**src/design/kmw_pkg.sv**
```systemverilog
// Package for the keyform multilinear weights block.
// Holds the sequencer state type, register and request codes, and fixed widths.
`timescale 1ns / 1ps

package kmw_pkg;

    localparam int FIELD_W    = 16;
    localparam int CFG_DATA_W = 7;
    localparam int CFG_IDX_W  = 3;
    localparam int QUO_W      = 17;
    localparam int PROD_W     = 2 * QUO_W;
    localparam int DIV_CNT_W  = 5;
    localparam int NUM_CH     = 2;
    localparam int OUT_IDX_W  = 6;
    localparam int MIN_KEYS   = 2;
    localparam int MAX_TOTAL  = 64;

    localparam logic [QUO_W-1:0]  ONE_Q16    = 17'h10000;
    localparam logic [PROD_W-1:0] ROUND_HALF = 34'h8000;

    typedef enum logic {
        REQ_LOAD = 1'b0,
        REQ_EVAL = 1'b1
    } t_req;

    typedef enum logic [CFG_IDX_W-1:0] {
        CFG_PARAM_COUNT = 3'd0,
        CFG_KEY_COUNT_A = 3'd1,
        CFG_KEY_COUNT_B = 3'd2,
        CFG_STRIDE_A    = 3'd3,
        CFG_STRIDE_B    = 3'd4,
        CFG_KF_TOTAL    = 3'd5
    } t_cfg_idx;

    typedef enum logic [3:0] {
        S_IDLE,
        S_RD_LO,
        S_RD_HI,
        S_CLAMP,
        S_SCAN,
        S_PREP,
        S_DIV,
        S_PFIN,
        S_MUL,
        S_EMIT
    } t_state;

endpackage

```
**src/design/keyform_multilinear_weights_core.sv**
```systemverilog
// Top level of the keyform multilinear weights block: key table, search, divider, corners.
// Depends on kmw_pkg and kmw_ram.
`timescale 1ns / 1ps

// Usage:
//   Input channel (i_valid / o_stall) carries load and evaluate transactions.
//   A load writes one key of the per-parameter table and gives no result.
//   An evaluate clamps each parameter value to its key range, searches the segment,
//   divides for a Q0.16 fraction, then emits one result per corner (2 or 4).
//   Output channel (o_valid / i_stall) carries corner results; o_last marks the final one.
//   For each parameter value that falls strictly inside a segment, the shared restoring
//   divider runs, one quotient bit per cycle. Each corner then goes through a multiply
//   and an output load; one item is in flight at a time.
//   o_stall is high while an evaluate is in work. The output register lets a new
//   transaction be accepted while the last corner waits; a stalled receiver holds the
//   sequencer at its next corner. Configuration is written through i_cfg_we and holds
//   the reset values param_count 1, key counts 2, strides 1, keyform total 1.
//   Synchronous active-low reset clears control state and restores the configuration;
//   the key table is undefined until loaded.

module keyform_multilinear_weights_core #(
    parameter int MAX_PARAMS = 2,
    parameter int MAX_KEYS   = 8
) (
    input  logic                                  i_clk,
    input  logic                                  i_rst_n,
    input  logic                                  i_valid,
    output logic                                  o_stall,
    input  logic                                  i_req_type,
    input  logic                                  i_param_sel,
    input  logic [2:0]                            i_key_slot,
    input  logic signed [kmw_pkg::FIELD_W-1:0]    i_key_value,
    input  logic signed [kmw_pkg::FIELD_W-1:0]    i_value_a,
    input  logic signed [kmw_pkg::FIELD_W-1:0]    i_value_b,
    output logic                                  o_valid,
    input  logic                                  i_stall,
    output logic [1:0]                            o_corner,
    output logic [kmw_pkg::OUT_IDX_W-1:0]         o_keyform_index,
    output logic [kmw_pkg::QUO_W-1:0]             o_weight,
    output logic                                  o_exact_hit,
    output logic [kmw_pkg::OUT_IDX_W-1:0]         o_exact_index,
    output logic                                  o_last,
    input  logic                                  i_cfg_we,
    input  logic [kmw_pkg::CFG_IDX_W-1:0]         i_cfg_index,
    input  logic [kmw_pkg::CFG_DATA_W-1:0]        i_cfg_data
);

    localparam int DEPTH = MAX_PARAMS * MAX_KEYS;
    localparam int AW    = $clog2(DEPTH);
    localparam int KP_W  = $clog2(MAX_KEYS);
    localparam int CNT_W = $clog2(MAX_KEYS + 1);
    localparam int IW    = CNT_W + 8;
    localparam int EW    = KP_W + 8;
    localparam int LIM   = (MAX_PARAMS < 2) ? MAX_PARAMS : 2;
    localparam int FW    = kmw_pkg::FIELD_W;
    localparam int QW    = kmw_pkg::QUO_W;
    localparam int OW    = kmw_pkg::OUT_IDX_W;

    kmw_pkg::t_state r_state, n_state;

    logic [1:0]                      r_param_count, n_param_count;
    logic [3:0]                      r_key_count_a, n_key_count_a;
    logic [3:0]                      r_key_count_b, n_key_count_b;
    logic [6:0]                      r_stride_a, n_stride_a;
    logic [6:0]                      r_stride_b, n_stride_b;
    logic [6:0]                      r_kf_total, n_kf_total;

    logic                            r_p, n_p;
    logic [KP_W-1:0]                 r_cnt, n_cnt;
    logic [kmw_pkg::DIV_CNT_W-1:0]   r_div_cnt, n_div_cnt;
    logic [1:0]                      r_c, n_c;
    logic                            r_seg_found, n_seg_found;
    logic signed [FW-1:0]            r_val_a, n_val_a;
    logic signed [FW-1:0]            r_val_b, n_val_b;
    logic signed [FW-1:0]            r_klo, n_klo;
    logic signed [FW-1:0]            r_cv, n_cv;
    logic signed [FW-1:0]            r_prev, n_prev;
    logic signed [FW-1:0]            r_lo, n_lo;
    logic signed [FW-1:0]            r_hi, n_hi;
    logic [FW-1:0]                   r_den, n_den;
    logic [FW-1:0]                   r_rem, n_rem;
    logic [QW-1:0]                   r_q, n_q;
    logic [kmw_pkg::PROD_W-1:0]      r_prod, n_prod;
    logic [CNT_W-1:0]                r_seg  [kmw_pkg::NUM_CH];
    logic [CNT_W-1:0]                n_seg  [kmw_pkg::NUM_CH];
    logic [QW-1:0]                   r_frac [kmw_pkg::NUM_CH];
    logic [QW-1:0]                   n_frac [kmw_pkg::NUM_CH];
    logic [KP_W-1:0]                 r_kpos [kmw_pkg::NUM_CH];
    logic [KP_W-1:0]                 n_kpos [kmw_pkg::NUM_CH];
    logic                            r_khit [kmw_pkg::NUM_CH];
    logic                            n_khit [kmw_pkg::NUM_CH];

    logic                            r_ovalid, n_ovalid;
    logic [1:0]                      r_o_corner, n_o_corner;
    logic [OW-1:0]                   r_o_index, n_o_index;
    logic [QW-1:0]                   r_o_weight, n_o_weight;
    logic                            r_o_hit, n_o_hit;
    logic [OW-1:0]                   r_o_exact, n_o_exact;
    logic                            r_o_last, n_o_last;

    logic                            ram_we;
    logic [AW-1:0]                   ram_waddr;
    logic [AW-1:0]                   ram_raddr;
    logic [FW-1:0]                   ram_rdata;

    logic                            in_acc;
    logic                            out_free;
    logic                            load_ok;
    logic [1:0]                      np;
    logic                            np2;
    logic [1:0]                      last_c;
    logic [4:0]                      kca5, kcb5, na5, nb5;
    logic [CNT_W-1:0]                n_cur;
    logic [6:0]                      tot7;
    logic [OW-1:0]                   tot_m1;
    logic [AW-1:0]                   base;
    logic signed [FW-1:0]            v_cur;
    logic signed [FW-1:0]            k_rd;
    logic signed [FW:0]              num;
    logic signed [FW:0]              den;
    logic [QW-1:0]                   div_t;
    logic [QW-1:0]                   div_d;
    logic                            div_ge;
    logic                            p_done;
    logic [QW-1:0]                   fa, fb;
    logic [kmw_pkg::PROD_W-1:0]      wsum;
    logic [QW-1:0]                   weight;
    logic [IW-1:0]                   term_a, term_b, idx_sum;
    logic [OW-1:0]                   idx_cl;
    logic [EW-1:0]                   ex_a, ex_b, ex_sum;
    logic                            hit;
    logic [OW-1:0]                   ex_cl;

    kmw_ram #(
        .WIDTH (FW),
        .DEPTH (DEPTH)
    ) u_key_ram (
        .i_clk   (i_clk),
        .i_we    (ram_we),
        .i_waddr (ram_waddr),
        .i_wdata (i_key_value),
        .i_raddr (ram_raddr),
        .o_rdata (ram_rdata)
    );

    assign in_acc   = i_valid && !o_stall;
    assign out_free = !r_ovalid || !i_stall;
    assign o_stall  = (r_state != kmw_pkg::S_IDLE);

    // configuration decode with range saturation
    always_comb begin
        np = r_param_count;
        if (r_param_count == 2'd0) begin
            np = 2'd1;
        end else if (r_param_count > 2'(LIM)) begin
            np = 2'(LIM);
        end
        np2    = (np == 2'd2);
        last_c = np2 ? 2'd3 : 2'd1;

        kca5 = {1'b0, r_key_count_a};
        kcb5 = {1'b0, r_key_count_b};
        na5  = kca5;
        nb5  = kcb5;
        if (kca5 < 5'(kmw_pkg::MIN_KEYS)) begin
            na5 = 5'(kmw_pkg::MIN_KEYS);
        end else if (kca5 > 5'(MAX_KEYS)) begin
            na5 = 5'(MAX_KEYS);
        end
        if (kcb5 < 5'(kmw_pkg::MIN_KEYS)) begin
            nb5 = 5'(kmw_pkg::MIN_KEYS);
        end else if (kcb5 > 5'(MAX_KEYS)) begin
            nb5 = 5'(MAX_KEYS);
        end
        n_cur = r_p ? CNT_W'(nb5) : CNT_W'(na5);

        tot7 = r_kf_total;
        if (r_kf_total == 7'd0) begin
            tot7 = 7'd1;
        end else if (r_kf_total > 7'(kmw_pkg::MAX_TOTAL)) begin
            tot7 = 7'(kmw_pkg::MAX_TOTAL);
        end
        tot_m1 = OW'(tot7 - 7'd1);

        base  = r_p ? AW'(MAX_KEYS) : '0;
        v_cur = r_p ? r_val_b : r_val_a;
        k_rd  = $signed(ram_rdata);

        load_ok = ((i_param_sel == 1'b0) || (MAX_PARAMS > 1))
                  && ({2'b00, i_key_slot} < 5'(MAX_KEYS));
        ram_waddr = i_param_sel ? AW'(MAX_KEYS) + AW'(i_key_slot) : AW'(i_key_slot);
    end

    // segment arithmetic and divider step
    always_comb begin
        num    = $signed({r_cv[FW-1], r_cv}) - $signed({r_lo[FW-1], r_lo});
        den    = $signed({r_hi[FW-1], r_hi}) - $signed({r_lo[FW-1], r_lo});
        div_t  = {r_rem, r_q[QW-1]};
        div_ge = (div_t >= {1'b0, r_den});
        div_d  = div_t - {1'b0, r_den};
    end

    // corner weight and indexes
    always_comb begin
        fa     = r_c[0] ? r_frac[0] : kmw_pkg::ONE_Q16 - r_frac[0];
        fb     = r_c[1] ? r_frac[1] : kmw_pkg::ONE_Q16 - r_frac[1];
        wsum   = r_prod + kmw_pkg::ROUND_HALF;
        weight = np2 ? wsum[32:16] : fa;

        term_a  = (IW'(r_seg[0]) + IW'(r_c[0])) * IW'(r_stride_a);
        term_b  = np2 ? (IW'(r_seg[1]) + IW'(r_c[1])) * IW'(r_stride_b) : '0;
        idx_sum = term_a + term_b;
        idx_cl  = (idx_sum > IW'(tot_m1)) ? tot_m1 : OW'(idx_sum);

        ex_a   = EW'(r_kpos[0]) * EW'(r_stride_a);
        ex_b   = np2 ? EW'(r_kpos[1]) * EW'(r_stride_b) : '0;
        ex_sum = ex_a + ex_b;
        hit    = r_khit[0] && (!np2 || r_khit[1]);
        ex_cl  = '0;
        if (hit) begin
            ex_cl = (ex_sum > EW'(tot_m1)) ? tot_m1 : OW'(ex_sum);
        end
    end

    // sequencer
    always_comb begin
        n_state       = r_state;
        n_param_count = r_param_count;
        n_key_count_a = r_key_count_a;
        n_key_count_b = r_key_count_b;
        n_stride_a    = r_stride_a;
        n_stride_b    = r_stride_b;
        n_kf_total    = r_kf_total;
        n_p           = r_p;
        n_cnt         = r_cnt;
        n_div_cnt     = r_div_cnt;
        n_c           = r_c;
        n_seg_found   = r_seg_found;
        n_val_a       = r_val_a;
        n_val_b       = r_val_b;
        n_klo         = r_klo;
        n_cv          = r_cv;
        n_prev        = r_prev;
        n_lo          = r_lo;
        n_hi          = r_hi;
        n_den         = r_den;
        n_rem         = r_rem;
        n_q           = r_q;
        n_prod        = r_prod;
        n_seg         = r_seg;
        n_frac        = r_frac;
        n_kpos        = r_kpos;
        n_khit        = r_khit;
        n_ovalid      = r_ovalid;
        n_o_corner    = r_o_corner;
        n_o_index     = r_o_index;
        n_o_weight    = r_o_weight;
        n_o_hit       = r_o_hit;
        n_o_exact     = r_o_exact;
        n_o_last      = r_o_last;
        ram_we        = 1'b0;
        ram_raddr     = base;
        p_done        = 1'b0;

        if (i_cfg_we) begin
            case (kmw_pkg::t_cfg_idx'(i_cfg_index))
                kmw_pkg::CFG_PARAM_COUNT: n_param_count = i_cfg_data[1:0];
                kmw_pkg::CFG_KEY_COUNT_A: n_key_count_a = i_cfg_data[3:0];
                kmw_pkg::CFG_KEY_COUNT_B: n_key_count_b = i_cfg_data[3:0];
                kmw_pkg::CFG_STRIDE_A:    n_stride_a    = i_cfg_data;
                kmw_pkg::CFG_STRIDE_B:    n_stride_b    = i_cfg_data;
                kmw_pkg::CFG_KF_TOTAL:    n_kf_total    = i_cfg_data;
                default: ;
            endcase
        end

        if (r_ovalid && !i_stall) begin
            n_ovalid = 1'b0;
        end

        case (r_state)
            kmw_pkg::S_IDLE: begin
                if (in_acc) begin
                    if (kmw_pkg::t_req'(i_req_type) == kmw_pkg::REQ_LOAD) begin
                        ram_we = load_ok;
                    end else begin
                        n_val_a = i_value_a;
                        n_val_b = i_value_b;
                        n_p     = 1'b0;
                        n_state = kmw_pkg::S_RD_LO;
                    end
                end
            end
            kmw_pkg::S_RD_LO: begin
                n_state = kmw_pkg::S_RD_HI;
            end
            kmw_pkg::S_RD_HI: begin
                ram_raddr = base + AW'(n_cur - 1'b1);
                n_klo     = k_rd;
                n_state   = kmw_pkg::S_CLAMP;
            end
            kmw_pkg::S_CLAMP: begin
                n_cv = v_cur;
                if (v_cur < r_klo) begin
                    n_cv = r_klo;
                end else if (v_cur > k_rd) begin
                    n_cv = k_rd;
                end
                n_cnt       = '0;
                n_seg_found = 1'b0;
                n_seg[r_p]  = n_cur - 1'b1;
                n_khit[r_p] = 1'b0;
                n_kpos[r_p] = '0;
                n_state     = kmw_pkg::S_SCAN;
            end
            kmw_pkg::S_SCAN: begin
                if ((r_cnt != '0) && !r_seg_found && (r_cv <= k_rd)) begin
                    n_seg_found = 1'b1;
                    n_seg[r_p]  = CNT_W'(r_cnt) - 1'b1;
                    n_lo        = r_prev;
                    n_hi        = k_rd;
                end
                if (!r_khit[r_p] && (k_rd == v_cur)) begin
                    n_khit[r_p] = 1'b1;
                    n_kpos[r_p] = r_cnt;
                end
                n_prev = k_rd;
                if (CNT_W'(r_cnt) == n_cur - 1'b1) begin
                    n_state = kmw_pkg::S_PREP;
                end else begin
                    n_cnt     = r_cnt + 1'b1;
                    ram_raddr = base + AW'(r_cnt) + 1'b1;
                end
            end
            kmw_pkg::S_PREP: begin
                if (r_seg_found && (den > 0) && (num > 0)) begin
                    n_den     = den[FW-1:0];
                    n_rem     = {1'b0, num[FW-1:1]};
                    n_q       = {num[0], 1'b0, den[FW-1:1]};
                    n_div_cnt = kmw_pkg::DIV_CNT_W'(QW - 1);
                    n_state   = kmw_pkg::S_DIV;
                end else begin
                    n_frac[r_p] = '0;
                    p_done      = 1'b1;
                end
            end
            kmw_pkg::S_DIV: begin
                n_rem = div_ge ? div_d[FW-1:0] : div_t[FW-1:0];
                n_q   = {r_q[QW-2:0], div_ge};
                if (r_div_cnt == '0) begin
                    n_state = kmw_pkg::S_PFIN;
                end else begin
                    n_div_cnt = r_div_cnt - 1'b1;
                end
            end
            kmw_pkg::S_PFIN: begin
                if (r_q[QW-1]) begin
                    n_seg[r_p]  = r_seg[r_p] + 1'b1;
                    n_frac[r_p] = '0;
                end else begin
                    n_frac[r_p] = r_q;
                end
                p_done = 1'b1;
            end
            kmw_pkg::S_MUL: begin
                n_prod  = fa * fb;
                n_state = kmw_pkg::S_EMIT;
            end
            kmw_pkg::S_EMIT: begin
                if (out_free) begin
                    n_ovalid   = 1'b1;
                    n_o_corner = r_c;
                    n_o_index  = idx_cl;
                    n_o_weight = weight;
                    n_o_hit    = hit;
                    n_o_exact  = ex_cl;
                    n_o_last   = (r_c == last_c);
                    if (r_c == last_c) begin
                        n_state = kmw_pkg::S_IDLE;
                    end else begin
                        n_c     = r_c + 1'b1;
                        n_state = kmw_pkg::S_MUL;
                    end
                end
            end
            default: begin
                n_state = kmw_pkg::S_IDLE;
            end
        endcase

        if (p_done) begin
            if (!r_p && np2) begin
                n_p     = 1'b1;
                n_state = kmw_pkg::S_RD_LO;
            end else begin
                n_c     = '0;
                n_state = kmw_pkg::S_MUL;
            end
        end
    end

    always_ff @(posedge i_clk) begin
        if (!i_rst_n) begin
            r_state       <= kmw_pkg::S_IDLE;
            r_param_count <= 2'd1;
            r_key_count_a <= 4'd2;
            r_key_count_b <= 4'd2;
            r_stride_a    <= 7'd1;
            r_stride_b    <= 7'd1;
            r_kf_total    <= 7'd1;
            r_p           <= 1'b0;
            r_cnt         <= '0;
            r_div_cnt     <= '0;
            r_c           <= '0;
            r_seg_found   <= 1'b0;
            r_ovalid      <= 1'b0;
        end else begin
            r_state       <= n_state;
            r_param_count <= n_param_count;
            r_key_count_a <= n_key_count_a;
            r_key_count_b <= n_key_count_b;
            r_stride_a    <= n_stride_a;
            r_stride_b    <= n_stride_b;
            r_kf_total    <= n_kf_total;
            r_p           <= n_p;
            r_cnt         <= n_cnt;
            r_div_cnt     <= n_div_cnt;
            r_c           <= n_c;
            r_seg_found   <= n_seg_found;
            r_ovalid      <= n_ovalid;
        end
    end

    always_ff @(posedge i_clk) begin
        r_val_a    <= n_val_a;
        r_val_b    <= n_val_b;
        r_klo      <= n_klo;
        r_cv       <= n_cv;
        r_prev     <= n_prev;
        r_lo       <= n_lo;
        r_hi       <= n_hi;
        r_den      <= n_den;
        r_rem      <= n_rem;
        r_q        <= n_q;
        r_prod     <= n_prod;
        r_seg      <= n_seg;
        r_frac     <= n_frac;
        r_kpos     <= n_kpos;
        r_khit     <= n_khit;
        r_o_corner <= n_o_corner;
        r_o_index  <= n_o_index;
        r_o_weight <= n_o_weight;
        r_o_hit    <= n_o_hit;
        r_o_exact  <= n_o_exact;
        r_o_last   <= n_o_last;
    end

    assign o_valid         = r_ovalid;
    assign o_corner        = r_o_corner;
    assign o_keyform_index = r_o_index;
    assign o_weight        = r_o_weight;
    assign o_exact_hit     = r_o_hit;
    assign o_exact_index   = r_o_exact;
    assign o_last          = r_o_last;

endmodule

```
**src/design/kmw_ram.sv**
```systemverilog
// Generic single write port, single read port RAM with registered read data.
// Standalone; no package dependency.
`timescale 1ns / 1ps

module kmw_ram #(
    parameter int WIDTH = 16,
    parameter int DEPTH = 16
) (
    input  logic                     i_clk,
    input  logic                     i_we,
    input  logic [$clog2(DEPTH)-1:0] i_waddr,
    input  logic [WIDTH-1:0]         i_wdata,
    input  logic [$clog2(DEPTH)-1:0] i_raddr,
    output logic [WIDTH-1:0]         o_rdata
);

    logic [WIDTH-1:0] r_mem [DEPTH];
    logic [WIDTH-1:0] r_rdata;

    always_ff @(posedge i_clk) begin
        if (i_we) begin
            r_mem[i_waddr] <= i_wdata;
        end
        r_rdata <= r_mem[i_raddr];
    end

    assign o_rdata = r_rdata;

endmodule

```
**config.mk**
```make
export PLATFORM = sky130hd
export DESIGN_NAME = keyform_multilinear_weights_core
export DESIGN_NICKNAME = d
export VERILOG_FILES = /design/src/design/kmw_pkg.sv /design/src/design/keyform_multilinear_weights_core.sv /design/src/design/kmw_ram.sv
export SDC_FILE = /design/constraint.sdc
export NUM_CORES = 2
export LEC_CHECK = 0
export ABC_AREA = 1
export BUFFER_PORTS_ARGS = -buffer_cell sky130_fd_sc_hd__buf_4
export CAP_MARGIN = 20
export CORE_MARGIN = 2
export CORE_UTILIZATION = 50
export CTS_BUF_LIST = sky130_fd_sc_hd__clkbuf_4 sky130_fd_sc_hd__clkbuf_8
export CTS_CLUSTER_SIZE = 24
export DETAILED_ROUTE_END_ITERATION = 10
export PLACE_DENSITY = 0.66
export SYNTH_ARGS = -nofsm -noshare
export SYNTH_HDL_FRONTEND = slang
export SYNTH_HIERARCHICAL = 1
export SYNTH_SLANG_ARGS = --single-unit
```
**constraint.sdc**
```tcl
create_clock -name i_clk -period 9.6 [get_ports i_clk]
set_input_delay 0.96 -clock i_clk [delete_from_list [all_inputs] [get_ports i_clk]]
set_output_delay 0.96 -clock i_clk [all_outputs]
set_load 0.1 [all_outputs]
```
==> impl_metrics.tcl <==
set metrics [dict create \
    grt_pass1_wl_um 166000 \
    initial_core_util 0.505 \
    slew_headroom 0.286 \
    rr_worst_depth 29 \
    postCtsSetupBuffers 0 \
    dr.pass1.iters 6 \
    slowest_delay_ns 0.74 \
    coreArea_um2 83600 \
    die_area_um2 86700 \
    fin_worst_skew_ns 0.0375 \
    r2r_slack_ns 1.44 \
    r2r-end "r_prod[29]" \
    drt-total-wl_um 102000 \
    rsz0062_at_grt "no" \
    synth_area_per_cell_um2 8.70 \
    area_growth_pct 9.71 \
    seq_area_frac_synth 0.399 \
    crit_fanout 17 \
    p_leak_nw 22.1 \
    cts_buffers 98 \
    cts.sinks 581 \
    worst_pin_slew_ns 1.07 \
    synth-edff-count 518 \
    start_kind "flop" \
    finalSetupViolCount 0 \
    critPathMostFrequentCell "fa_1" \
    fin_crit_sh 0.850 \
    yosys.cell_types.count 59 \
    syn-instance-count 4847 \
    rr_startpoint "r_frac[17]" \
    die_w_um 294 \
    pwr_density_cell_nw_per_um2 299 \
    synth_area_um2 42200 \
    synth-main-ff-cell "edfxtp_1" \
    status "finished clean" \
    async_reset_ff_frac 0 \
    die_y_um 294 \
    final_common_cell "nand2_1" \
    wl_per_cell_um 16.6 \
    grt_usage 0.241 \
    final_nets 5602 \
    clk_latency_ns 0.72 \
    grt_overflow_total 0 \
    vias 31900 \
    drc 0 \
    holdPathEnd "r_val_b[6]" \
    critPathArrivalTime_ns 8.59 \
    crit_type "reg -> reg" \
    clk_pin_slew_worst_paths_ns 0.07 \
    place_congestion 0.912 \
    first_global_vias 31700 \
    cts_tree "yes" \
    drv_cap 0 \
    ctsResizeCount 0 \
    hold_buffers 0 \
    antenna_found_initial 1 \
    ant_nets 0 \
    drive_gt1_frac 0.0799 \
    viasPerCell 5.21 \
    ys_warn_count 6 \
    finalPower_mw 13.8 \
    htreeDepth 3 \
    hold_class "in -> reg" \
    ys_ff_latch 581 \
    cts-root-buf "clkbuf_8" \
    grt_max_degree 90 \
    layout_common_cells "1,253 x nand2_1, 962 x inv_1, 518 x edfxtp_1, 325 x nand3_1, 307 x nor2_1" \
    drt_iter0_markers 2056 \
    timing.final.crit_period_ns 8.16 \
    ir_drop_mv 0.810 \
    cts.path.max_buffers 3 \
    port_buffers 102 \
    endpoint_kind "flop" \
    io_pins 103 \
    finalHoldViolCount 0 \
    rows 106 \
    slew_violations 0 \
    fmax_mhz 123 \
    cp.required_ns 10.04 \
    min_from "i_value_b[6]" \
    dp_hpwl_um 75200 \
    cp_slowest_cell "xor2_2" \
    whs_path_depth 1 \
    setup_tns_ns 0 \
]
-- sequential cells by signal, summed over array words and instances, names as in the netlist, 16 cells and up, named ones only --
register	cells
u_key_ram/r_mem	256
r_frac	34
r_prod	18
o_weight	17
r_q	17
r_cv	16
r_den	16
r_hi	16
r_klo	16
r_lo	16
r_prev	16
r_rem	16
r_val_a	16
r_val_b	16
u_key_ram/o_rdata	16
-- how the worst max path moves through the flow --
stage,from,to,slack (ns),cells past startpoint
final,r_frac[17],r_prod[29],1.44,29
after global routing,r_frac[17],r_prod[29],0.78,31
after CTS,r_c[1],o_keyform_index[0],1.47,28
after detailed placement,r_c[1],o_keyform_index[4],1.49,28
after global placement,r_c[1],o_keyform_index[0],1.65,28
after floorplan,r_frac[17],r_prod[29],2.26,33
-- critical path: cells and delay by family (launching register included) --
family          cells  cell delay, ns
fa+ha+maj           8            3.61
simple gates       11            1.79
xor+xnor            2            0.84
compound gates      3            0.69
flops               1            0.58
buf+inv             5            0.36
-- power breakdown --
group	switching, mW	internal [mW]	leakage (nW)
clock network	1.04	1.29	1.10
registers	0.162	3.31	5.19
logic	5.07	2.97	15.8
-- Yosys cell counts (all sizes together) (7+ instances only) --
cell	number	share of area
edfxtp	518	0.37
inv	971	0.086
nand3b	16	0.0029
fa	283	0.13
nand2	1261	0.11
xor2	52	0.012
or2	9	0.0014
nand3	329	0.040
nor4	8	0.0012
clkbuf	79	0.0070
xnor2	39	0.0083
a211oi	7	0.0012
dfxtp	63	0.030
a21oi	146	0.017
nand4	31	0.0047
a31oi	10	0.0015
nor2	331	0.031
o21bai	9	0.0016
o21ai	225	0.027
buf	69	0.0096
ha	287	0.085
o211ai	18	0.0032
a21o	8	0.0014
nor3	36	0.0049
-- metal layers --
metal,vias to the layer above,global-route usage,share of wire
met5,-,0,0
met4,0,0.0778,0.028
met3,173,0.0305,0.058
met2,939,0.407,0.48
met1,15200,0.325,0.44
li1,15600,-,-
-- stage by stage --
stage / hold WS (ns) / std cells / util / area, um2 / setup WS [ns]
finish: 0.402 / 6126 / 0.554 / 46300 / 1.44
global route: 0.367 / 6126 / 0.554 / 46300 / 0.778
CTS: 0.338 / 6122 / 0.553 / 46200 / 1.47
detailed placement: 0.405 / 5942 / 0.528 / 44100 / 1.49
global placement: 0.401 / 5940 / 0.528 / 44100 / 1.65
floorplan: 0.400 / 4848 / - / 42200 / 2.26
-- final cells by class --
cell class | count | area, um2
Inverter | 976 | 3660
Fill cell | 7557 | 37300
Timing Repair Buffer | 164 | 1280
Clock buffer | 143 | 1750
Antenna cell | 2 | 5.00
Sequential cell | 581 | 16800
Tap cell | 1080 | 1350
Clock inverter | 37 | 344
Multi-Input combinational cell | 3143 | 21100
-- cell families (layout without fill, tap and decap cells) --
| kind of cell | after synthesis | after routing | synth area share |
|---|---|---|---|
| XOR/XNOR | 91 | 91 | 0.0198 |
| buffers and inverters | 1124 | 1320 | 0.104 |
| other | 1 | 4 | 0.0000889 |
| AO/OA/AOI/OAI | 456 | 456 | 0.0596 |
| adder cells (fa/ha/maj) | 570 | 570 | 0.219 |
| AND/OR/NAND/NOR | 2024 | 2024 | 0.199 |
| flip-flops | 581 | 581 | 0.399 |
Power figures use the tool's default switching activity.
